===== config.mk =====
export PLATFORM = sky130hd
export DESIGN_NAME = playfair_digraph_cipher
export DESIGN_NICKNAME = d
export VERILOG_FILES = /design/src/hdl/pfc_pkg.sv /design/src/hdl/pfc_front.sv /design/src/hdl/pfc_queue.sv /design/src/hdl/pfc_back.sv /design/src/hdl/playfair_digraph_cipher.sv
export SDC_FILE = /design/constraint.sdc
export NUM_CORES = 1
export LEC_CHECK = 0
export ABC_AREA = 0
export ABC_CLOCK_PERIOD_IN_PS = 6930
export BUFFER_PORTS_ARGS = -buffer_cell sky130_fd_sc_hd__buf_2
export CAP_MARGIN = 20
export CORE_MARGIN = 2
export CORE_UTILIZATION = 35
export DETAILED_ROUTE_END_ITERATION = 8
export HOLD_SLACK_MARGIN = 0.15
export PLACE_DENSITY = 0.6
export SYNTH_ARGS = -nofsm -noshare
export SYNTH_HDL_FRONTEND = slang
export SYNTH_SLANG_ARGS = --single-unit
export TNS_END_PERCENT = 5

===== constraint.sdc =====
create_clock -name aclk -period 6.93 [get_ports aclk]
set_input_delay 0.693 -clock aclk [delete_from_list [all_inputs] [get_ports aclk]]
set_output_delay 0.693 -clock aclk [all_outputs]
set_load 0.01 [all_outputs]

===== src/hdl/pfc_pkg.sv =====
// Shared types, constants and helper functions for the Playfair digraph cipher.
// Used by every module of the block; depends on nothing else.
package pfc_pkg;

    localparam int unsigned SQ_DIM     = 5;   // square is SQ_DIM x SQ_DIM
    localparam int unsigned LETTER_W   = 5;   // letter code width
    localparam int unsigned POS_W      = 3;   // row / column index width
    localparam int unsigned ROW_W      = SQ_DIM * LETTER_W;
    localparam int unsigned CFG_IDX_W  = 3;
    localparam int unsigned CFG_DATA_W = ROW_W;
    localparam int unsigned QUEUE_DEPTH_DEF = 2;

    typedef logic [LETTER_W-1:0]  letter_t;
    typedef logic [POS_W-1:0]     pos_t;
    typedef logic [ROW_W-1:0]     row_t;
    typedef row_t [SQ_DIM-1:0]    square_t;

    // Letter codes used by the cipher rules
    localparam letter_t LETTER_X = letter_t'(23);
    localparam letter_t LETTER_J = letter_t'(9);
    localparam letter_t LETTER_I = letter_t'(8);

    // Configuration register indexes
    typedef enum logic [CFG_IDX_W-1:0] {
        CFG_DECRYPT_MODE = 3'd0,
        CFG_SQUARE_ROW0  = 3'd1,
        CFG_SQUARE_ROW1  = 3'd2,
        CFG_SQUARE_ROW2  = 3'd3,
        CFG_SQUARE_ROW3  = 3'd4,
        CFG_SQUARE_ROW4  = 3'd5
    } cfg_reg_t;

    // Reset key square
    localparam row_t SQUARE_ROW0_RST = row_t'(4294688);
    localparam row_t SQUARE_ROW1_RST = row_t'(10755269);
    localparam row_t SQUARE_ROW2_RST = row_t'(16201099);
    localparam row_t SQUARE_ROW3_RST = row_t'(21613104);
    localparam row_t SQUARE_ROW4_RST = row_t'(27025109);

    // Located positions of both letters, carried from front to back
    typedef struct packed {
        pos_t row_a;
        pos_t col_a;
        pos_t row_b;
        pos_t col_b;
    } pair_pos_t;

    // Letter stored at one square position
    function automatic letter_t square_cell(square_t sq, pos_t r, pos_t c);
        return sq[r][LETTER_W*c +: LETTER_W];
    endfunction

    // Neighbor position with wrap: forward when encrypting, back when decrypting
    function automatic pos_t step_pos(pos_t p, logic dec);
        pos_t res;
        if (dec) begin
            res = (p == '0) ? pos_t'(SQ_DIM - 1) : p - 1'b1;
        end else begin
            res = (p == pos_t'(SQ_DIM - 1)) ? '0 : p + 1'b1;
        end
        return res;
    endfunction

endpackage


===== src/hdl/pfc_front.sv =====
// Front part: accepts letter pairs, prepares the pair and locates both letters.
// Depends on pfc_pkg; feeds pfc_queue.
module pfc_front (
    input  logic                s_valid,
    output logic                s_ready,
    input  pfc_pkg::letter_t    s_first_letter,
    input  pfc_pkg::letter_t    s_second_letter,
    input  logic                s_lone_letter,
    input  logic                decrypt_mode,
    input  pfc_pkg::square_t    square,
    input  logic                q_full,
    output logic                q_push,
    output pfc_pkg::pair_pos_t  q_wdata
);

    // Position of a letter; last match in row-major order, j looked up as i
    function automatic logic [2*pfc_pkg::POS_W-1:0] locate(pfc_pkg::square_t sq,
                                                           pfc_pkg::letter_t l);
        pfc_pkg::letter_t key;
        pfc_pkg::pos_t    r_f;
        pfc_pkg::pos_t    c_f;
        key = (l == pfc_pkg::LETTER_J) ? pfc_pkg::LETTER_I : l;
        r_f = '0;
        c_f = '0;
        for (int r = 0; r < pfc_pkg::SQ_DIM; r++) begin
            for (int c = 0; c < pfc_pkg::SQ_DIM; c++) begin
                if (sq[r][pfc_pkg::LETTER_W*c +: pfc_pkg::LETTER_W] == key) begin
                    r_f = pfc_pkg::POS_W'(r);
                    c_f = pfc_pkg::POS_W'(c);
                end
            end
        end
        return {r_f, c_f};
    endfunction

    pfc_pkg::letter_t second_prep;

    // Pair preparation: pad a lone letter and break doubled letters (encrypt only)
    always_comb begin
        second_prep = s_second_letter;
        if (!decrypt_mode) begin
            if (s_lone_letter) begin
                second_prep = pfc_pkg::LETTER_X;
            end
            if (s_first_letter == second_prep) begin
                second_prep = pfc_pkg::LETTER_X;
            end
        end
    end

    // Square lookup for both letters
    assign {q_wdata.row_a, q_wdata.col_a} = locate(square, s_first_letter);
    assign {q_wdata.row_b, q_wdata.col_b} = locate(square, second_prep);

    assign s_ready = !q_full;
    assign q_push  = s_valid && !q_full;

endmodule


===== src/hdl/pfc_queue.sv =====
// Short FIFO of located pairs between front and back.
// Depends on pfc_pkg.
module pfc_queue #(
    parameter int unsigned DEPTH = pfc_pkg::QUEUE_DEPTH_DEF
) (
    input  logic                aclk,
    input  logic                aresetn,
    input  logic                push,
    input  pfc_pkg::pair_pos_t  wdata,
    output logic                full,
    input  logic                pop,
    output logic                not_empty,
    output pfc_pkg::pair_pos_t  rdata
);

    localparam int unsigned PTR_W = (DEPTH > 1) ? $clog2(DEPTH) : 1;
    localparam int unsigned CNT_W = $clog2(DEPTH + 1);

    pfc_pkg::pair_pos_t mem_reg [DEPTH];
    logic [PTR_W-1:0]   wr_ptr_reg, wr_ptr_next;
    logic [PTR_W-1:0]   rd_ptr_reg, rd_ptr_next;
    logic [CNT_W-1:0]   count_reg,  count_next;

    assign full      = (count_reg == CNT_W'(DEPTH));
    assign not_empty = (count_reg != '0);
    assign rdata     = mem_reg[rd_ptr_reg];

    // Pointer and fill count update
    always_comb begin
        wr_ptr_next = wr_ptr_reg;
        rd_ptr_next = rd_ptr_reg;
        count_next  = count_reg;
        if (push) begin
            wr_ptr_next = (wr_ptr_reg == PTR_W'(DEPTH - 1)) ? '0 : wr_ptr_reg + 1'b1;
        end
        if (pop) begin
            rd_ptr_next = (rd_ptr_reg == PTR_W'(DEPTH - 1)) ? '0 : rd_ptr_reg + 1'b1;
        end
        if (push && !pop) begin
            count_next = count_reg + 1'b1;
        end else if (pop && !push) begin
            count_next = count_reg - 1'b1;
        end
    end

    always_ff @(posedge aclk) begin
        if (!aresetn) begin
            wr_ptr_reg <= '0;
            rd_ptr_reg <= '0;
            count_reg  <= '0;
        end else begin
            wr_ptr_reg <= wr_ptr_next;
            rd_ptr_reg <= rd_ptr_next;
            count_reg  <= count_next;
        end
    end

    // Entry storage
    always_ff @(posedge aclk) begin
        if (push) begin
            mem_reg[wr_ptr_reg] <= wdata;
        end
    end

endmodule


===== src/hdl/pfc_back.sv =====
// Back part: applies the row, column or rectangle rule and holds the result.
// Depends on pfc_pkg; reads pairs from pfc_queue.
module pfc_back (
    input  logic                aclk,
    input  logic                aresetn,
    input  logic                decrypt_mode,
    input  pfc_pkg::square_t    square,
    input  logic                q_not_empty,
    input  pfc_pkg::pair_pos_t  q_rdata,
    output logic                q_pop,
    output logic                m_valid,
    input  logic                m_ready,
    output pfc_pkg::letter_t    m_out_first,
    output pfc_pkg::letter_t    m_out_second
);

    logic             m_valid_reg, m_valid_next;
    pfc_pkg::letter_t out_first_reg,  out_first_next;
    pfc_pkg::letter_t out_second_reg, out_second_next;
    pfc_pkg::letter_t res_first, res_second;
    pfc_pkg::pair_pos_t p;

    assign p = q_rdata;

    // Cipher rules; column rule overrides row rule for coinciding cells
    always_comb begin
        res_first  = pfc_pkg::square_cell(square, p.row_a, p.col_b);
        res_second = pfc_pkg::square_cell(square, p.row_b, p.col_a);
        if (p.row_a == p.row_b) begin
            res_first  = pfc_pkg::square_cell(square, p.row_a,
                                              pfc_pkg::step_pos(p.col_a, decrypt_mode));
            res_second = pfc_pkg::square_cell(square, p.row_b,
                                              pfc_pkg::step_pos(p.col_b, decrypt_mode));
        end
        if (p.col_a == p.col_b) begin
            res_first  = pfc_pkg::square_cell(square,
                                              pfc_pkg::step_pos(p.row_a, decrypt_mode),
                                              p.col_a);
            res_second = pfc_pkg::square_cell(square,
                                              pfc_pkg::step_pos(p.row_b, decrypt_mode),
                                              p.col_b);
        end
    end

    // Output register: reload whenever it is empty or being drained
    assign q_pop = q_not_empty && (!m_valid_reg || m_ready);

    always_comb begin
        m_valid_next    = m_valid_reg;
        out_first_next  = out_first_reg;
        out_second_next = out_second_reg;
        if (q_pop) begin
            m_valid_next    = 1'b1;
            out_first_next  = res_first;
            out_second_next = res_second;
        end else if (m_ready) begin
            m_valid_next = 1'b0;
        end
    end

    always_ff @(posedge aclk) begin
        if (!aresetn) begin
            m_valid_reg <= 1'b0;
        end else begin
            m_valid_reg <= m_valid_next;
        end
    end

    always_ff @(posedge aclk) begin
        out_first_reg  <= out_first_next;
        out_second_reg <= out_second_next;
    end

    assign m_valid      = m_valid_reg;
    assign m_out_first  = out_first_reg;
    assign m_out_second = out_second_reg;

endmodule


===== src/hdl/playfair_digraph_cipher.sv =====
// Top level of the Playfair digraph cipher: configuration registers, front,
// queue and back. Depends on pfc_pkg, pfc_front, pfc_queue and pfc_back.
//
// Usage:
//   Input channel (s_valid/s_ready): one letter pair per request, codes 0..25.
//   Set s_lone_letter on a final single letter; in encrypt mode it is padded
//   with x. Result channel (m_valid/m_ready): one transformed pair per request.
//   Configuration: cfg_we with cfg_index 0 writes decrypt_mode, 1..5 write the
//   square rows; write only while no request is in flight.
//   Order: a pair accepted on s_* is located and written into the queue, then
//   goes through the rule logic into the result register that drives m_*.
//   Throughput: one pair per cycle while m_ready stays high.
//   Stalls: when m_ready is low the result holds, the queue of QUEUE_DEPTH
//   located pairs fills, and s_ready drops once it is full.
//   Reset: aresetn low empties queue and result register, restores the
//   default key square and selects encrypt mode; s_ready is high right after.
module playfair_digraph_cipher #(
    parameter int unsigned QUEUE_DEPTH = pfc_pkg::QUEUE_DEPTH_DEF
) (
    input  logic                               aclk,
    input  logic                               aresetn,
    input  logic                               s_valid,
    output logic                               s_ready,
    input  logic [pfc_pkg::LETTER_W-1:0]       s_first_letter,
    input  logic [pfc_pkg::LETTER_W-1:0]       s_second_letter,
    input  logic                               s_lone_letter,
    output logic                               m_valid,
    input  logic                               m_ready,
    output logic [pfc_pkg::LETTER_W-1:0]       m_out_first,
    output logic [pfc_pkg::LETTER_W-1:0]       m_out_second,
    input  logic                               cfg_we,
    input  logic [pfc_pkg::CFG_IDX_W-1:0]      cfg_index,
    input  logic [pfc_pkg::CFG_DATA_W-1:0]     cfg_wdata
);

    logic               decrypt_reg;
    pfc_pkg::square_t   square_reg;
    logic               q_full, q_push, q_pop, q_not_empty;
    pfc_pkg::pair_pos_t q_wdata, q_rdata;

    // Configuration registers
    always_ff @(posedge aclk) begin
        if (!aresetn) begin
            decrypt_reg   <= 1'b0;
            square_reg[0] <= pfc_pkg::SQUARE_ROW0_RST;
            square_reg[1] <= pfc_pkg::SQUARE_ROW1_RST;
            square_reg[2] <= pfc_pkg::SQUARE_ROW2_RST;
            square_reg[3] <= pfc_pkg::SQUARE_ROW3_RST;
            square_reg[4] <= pfc_pkg::SQUARE_ROW4_RST;
        end else if (cfg_we) begin
            unique case (pfc_pkg::cfg_reg_t'(cfg_index))
                pfc_pkg::CFG_DECRYPT_MODE: decrypt_reg   <= cfg_wdata[0];
                pfc_pkg::CFG_SQUARE_ROW0:  square_reg[0] <= cfg_wdata;
                pfc_pkg::CFG_SQUARE_ROW1:  square_reg[1] <= cfg_wdata;
                pfc_pkg::CFG_SQUARE_ROW2:  square_reg[2] <= cfg_wdata;
                pfc_pkg::CFG_SQUARE_ROW3:  square_reg[3] <= cfg_wdata;
                pfc_pkg::CFG_SQUARE_ROW4:  square_reg[4] <= cfg_wdata;
                default: ;
            endcase
        end
    end

    pfc_front u_front (
        .s_valid         (s_valid),
        .s_ready         (s_ready),
        .s_first_letter  (s_first_letter),
        .s_second_letter (s_second_letter),
        .s_lone_letter   (s_lone_letter),
        .decrypt_mode    (decrypt_reg),
        .square          (square_reg),
        .q_full          (q_full),
        .q_push          (q_push),
        .q_wdata         (q_wdata)
    );

    pfc_queue #(
        .DEPTH (QUEUE_DEPTH)
    ) u_queue (
        .aclk      (aclk),
        .aresetn   (aresetn),
        .push      (q_push),
        .wdata     (q_wdata),
        .full      (q_full),
        .pop       (q_pop),
        .not_empty (q_not_empty),
        .rdata     (q_rdata)
    );

    pfc_back u_back (
        .aclk         (aclk),
        .aresetn      (aresetn),
        .decrypt_mode (decrypt_reg),
        .square       (square_reg),
        .q_not_empty  (q_not_empty),
        .q_rdata      (q_rdata),
        .q_pop        (q_pop),
        .m_valid      (m_valid),
        .m_ready      (m_ready),
        .m_out_first  (m_out_first),
        .m_out_second (m_out_second)
    );

endmodule


=== Yosys cells after proc, flatten, opt, wreduce, memory -nomap -nowiden ===
Memories as Yosys holds them, arrays and structs flattened. A register that Yosys moved wholly into a read port is not among the register bits.
Index checks and enable logic that the tools add are counted.

* Add/sub/neg operators: 12
* Multiply operators: 4
* Order comparisons: 4
* Equality and inequality tests: 63
* Shift-type cells: 6
* Muxes and demuxes: 132
* Reduce and logical (&&, ||, !) cells: 23

{| class="wikitable"
|+ Operator list
! operator !! number
|-
| $bmux 25 s3 || 4
|-
| $eq 5x5->1 || 49
|-
| $mux 3 || 70
|-
| $shiftx 25x7->5 || 6
|-
| $mux 25 || 4
|-
| $mux 5 || 10
|-
| $mux 2 || 24
|-
| $mul 3x3->6 const A || 4
|-
| $mux 1 || 20
|-
| $eq 3x3->1 const B || 6
|-
| $lt 3x4->1 const B || 4
|-
| $logic_not 3->1 || 5
|-
| $add 3x1->3 const B || 4
|-
| $reduce_and 2->1 || 6
|-
| $sub 3x1->3 const B || 4
|-
| $eq 5x4->1 const B || 2
|-
| $eq 3x2->1 const B || 2
|-
| $eq 3x3->1 || 2
|-
| $reduce_bool 2->1 || 3
|-
| $logic_and 1x1->1 || 4
|-
| $logic_not 1->1 || 4
|-
| $eq 3x1->1 const B || 1
|-
| $add 1x1->1 const B || 2
|-
| $add 2x1->2 const B || 1
|-
| other kinds (3) || 3
|}

* Bits in registers: 141
* RAM bits: 24
* Input port bits: 44
* Output and inout port bits: 12
* Word-level logic and storage cells: 257
* Memories kept: 1

{| class="wikitable"
|+ Memory list
! memory !! depth !! width !! read ports !! clocked after Yosys merged registers in !! write ports !! line !! source
|-
| u_queue.mem_reg || 2 || 12 || 1 || 1 || 1 || pfc_queue.sv:19 || <nowiki>pfc_pkg::pair_pos_t mem_reg [DEPTH];</nowiki>
|}

=== Logic depth before layout (Yosys ltp) ===
* Word-level depth: 32
* Gate-level depth with buffers: 17

=== Modules after synthesis ===
From an unflattened synthesis, not the netlist that was laid out.

* Cell total of the unflattened synthesis: 1,885
* Area total of the unflattened synthesis: 16,582.2 µm²

{| class="wikitable"
|+ By module, submodules not included
! module !! instances !! cells an instance !! area each (µm²) !! seq. area each (µm²)
|-
| pfc_back || 1 || 641 || 5,839.4 || 320.3
|-
| playfair_digraph_cipher || 1 || 471 || 4,981.0 || 2,522.4
|-
| pfc_front || 1 || 714 || 4,679.5 || 0.0
|-
| pfc_queue || 1 || 59 || 1,082.3 || 820.8
|}

=== Least setup slack after synthesis ===
Ideal clock, no wire load.

* Path type: reg-to-reg
* Start point: register with a tool-made name
* End point: register u_back.out_second_reg[3] (netlist: u_back.m_out_second[3]) (data pin)
* Library setup time: 0.254 ns
* Arrival time: 4.019 ns
* Required time: 6.676 ns
* Slack: 2.657 ns
* Stages on the path, launching flop included: 16
* Period minus slack after synthesis: 4.273 ns
* Cell sequence: dfxtp_1 -> buf_2 -> mux2i_1 -> buf_2 -> buf_2 -> ha_1 -> ha_1 -> nor2_1 -> o21ai_1 -> buf_2 -> mux4_2 -> a221oi_1 -> nor3_1 -> a21oi_1 -> o21ai_0 -> o21a_1

{| class="wikitable"
|+ RTL lines
! what !! line !! source
|-
| end signal: assignment || pfc_back.sv:71 || <nowiki>out_second_reg <= out_second_next;</nowiki>
|-
| end: declaration || pfc_back.sv:19 || <nowiki>pfc_pkg::letter_t out_second_reg, out_second_next;</nowiki>
|}

==> summary.md <==
| Metric | Value |
|---|---|
| Clk buf depth | 2 |
| Met2 Wirelength | approximately 32 mm |
| Commonest cells after routing, fill and taps aside | 397 x nand2_1, 132 x dfxtp_1, 108 x nand3_1 |
| Hold Crit Class | input pin to flip-flop |
| Post-Syn Instances | a little over 2k |
| Slew Viols, Final | 0 |
| First DRT Iteration DRCs | approximately 2.5k |
| Initial antenna violation count | 3 |
| Hold-fix buffers, CTS | 0 |
| Max VDD drop | 0.000225 V |
| Minimum clock period | between 4000 and 5000 ps |
| Port bufs | 55 |
| Share of cells above drive strength 1 | between 10% and 20% |
| Core area | around 45000 um2 |
| Max Clk Rate | around 220 MHz |
| Top sig layer | met5 |
| First-pass GRT wire length | around 110 mm |
| Area grow syn2layout | 7.21% |
| Design area | 17200 um2 |
| Max Cap Viol | 0 |
| Vias/cell | around 6.8 |
| EDFF count, synth | 34 |
| Vert. Die Dim | about 220 um |
| Setup TNS | 0 ps |
| # Post-CTS Setup Buffers | 0 |
| Final worst slack | between 2000 and 2500 ps |
| Mapped Nets | around 2.1k |
| Gp weighted congestion | between 1 and 1.5 |
| Top-Level Pins | 56 |
| Worst slack, placed | about 2100 ps |
| Hpwl dp | between 50 and 60 mm |
| Crit share post-route | roughly 66% |
| Seq/Total Area, Yosys | 22.9% |
| Vias | roughly 17k |
| Synth Register Bits | 166 |
| Main flop type after synthesis | dfxtp_1 |
| Post-Place Cell Area | approximately 17000 um2 |
| Largest net degree at the start of global routing | between 70 and 80 |
| Post-synth top area share | between 10% and 20% |
| Clk_lat worst skew | 450 ps |
| H-tree Lvls | 4 |
| Global Route Usage Sum | roughly a third |
| Die ar. | 47500 um2 |
| Final setup viols | 0 |
| Fin nets | 1978 |
| CP arrival | around 4800 ps |
| Total CTS buffers | 17 |
| CTS root buf | clkbuf_16 |
| Final Core Density | a little under two fifths |
| Post-synthesis area per instance | about 7.9 um2 |
| Wire length per cell | about 32 um |
| CTS tree | built |
| Sink Count | 166 |
| Drt pass-1 iters | 6 |
| CP Capture Type | flip-flop |
| Routed WL | 81.0 mm |
| Synth area leader | dfxtp_1 |
| # rows | between 70 and 80 |
| Metal-1 WL | 30.8 mm |
| Unique masters post-synth | between 90 and 100 |
| Pwr Density | 306 nW/um2 |
| WHS | about 560 ps |
| Antenna Nets Post-Route | 0 |
| Top cells by area, synth | dfxtp_1 16%, mux4_2 11%, nand2_1 9.3% |
| Worst endpoint required time | between 7000 and 8000 ps |
| Yosys synthesis warning count | 0 |
| Synth async-reset ratio | 0% |
| Setup CP Type | input pin to flip-flop |
| Max reg flops | 125 |
| Residual DRC | 0 |
| Crit path launch type | input pin |
| Final hold vios | 0 |
| Least-Margin Pin Slew | about 1100 ps |
| Chip width | 218 um |
| Pleak | just over 6 nW |
| CP max FO | 31 |
| Clk slew on worst S/H paths | 60 ps |
| GR Overflow Total | 0 |
| Most common cell after layout, fill and taps aside | nand2_1 |
| Max transition margin | around 25% |
| Routed wl met3 | 11.5 mm |
| RSZ-0062 raised after global routing | no |
| Vias in the first global route | 15.5k |
| Outcome | complete, no violations |
| Post-CTS resize count | 0 |
| Post-Syn Area | about 16000 um2 |
| Initial Util | ~35% |
| Clock Skew | 15.4 ps |
-- worst paths after layout --
path                   startpoint                     end  slack (ps)  depth (start not counted)
max             s_first_letter[3]   u_queue.mem_reg[1][1]        2390                         10
min                  cfg_wdata[6]          square_reg[81]         560                          3
max reg2reg             flip-flop  u_back.m_out_second[3]        2430                         12
min reg2reg  u_queue.count_reg[1]    u_queue.count_reg[1]         580                          2
-- cell type report --
type	instances	area (um2)
Inverter	42	158
Tap cell	600	751
Fill cell	4696	28100
Antenna cell	3	7.51
Clock buffer	20	457
Clock inverter	10	121
Multi-Input combinational cell	1582	11300
Timing Repair Buffer	108	736
Sequential cell	166	3660
-- worst max-delay path: stages --
cell and delay [ps]:
buf_2 680, xor2_1 220, or2_0 430, a221oi_4 980, o221ai_1 210, a211oi_1 610
nand2b_1 200, a32oi_1 310, a2111oi_0 120, a211oi_1 330
-- synthesized netlist by cell type (all sizes together), types with 24 or more instances --
master,instances
o21ai,52
edfxtp,34
xor2,106
nor3,39
nor4,32
inv,41
a221oi,49
clkbuf,157
mux2i,26
a22oi,39
mux4,75
a211oi,24
nor2,69
a21oi,85
o211ai,28
a21boi,81
buf,93
nand2,400
nand3,109
xnor2,80
dfxtp,132
-- where the power goes --
part           switching (mW)  internal [mW]
combinational            1.78           1.26
clock                   0.416          0.550
sequential              0.126           1.11
total                    2.33           2.92
-- through the flow --
step,power (mW),instances
2_1_floorplan,3.35,2040
3_3_place_gp,4.14,2490
3_5_place_dp,4.18,2492
4_1_cts,5.14,2522
5_1_grt,5.53,2528
6_report,5.25,2531
-- metal layers --
layer	vias up	global-route usage, %
met1	8334	43.5
met2	1407	46.5
met4	6	22.4
li1	7184	-
met5	-	0
met3	305	12.5
-- logic make-up after synthesis --
family                     Yosys count  synth area share, %
DFF                                166                 22.9
AOI/OAI and AO/OA                  513                 23.5
muxes                              104                 12.4
and+or+nand+nor                    762                 22.2
xor gates and xnor gates           186                 10.2
adders and majority gates           17                 1.33
buffers and inverters              292                 7.53
Power figures use the tool's default switching activity.
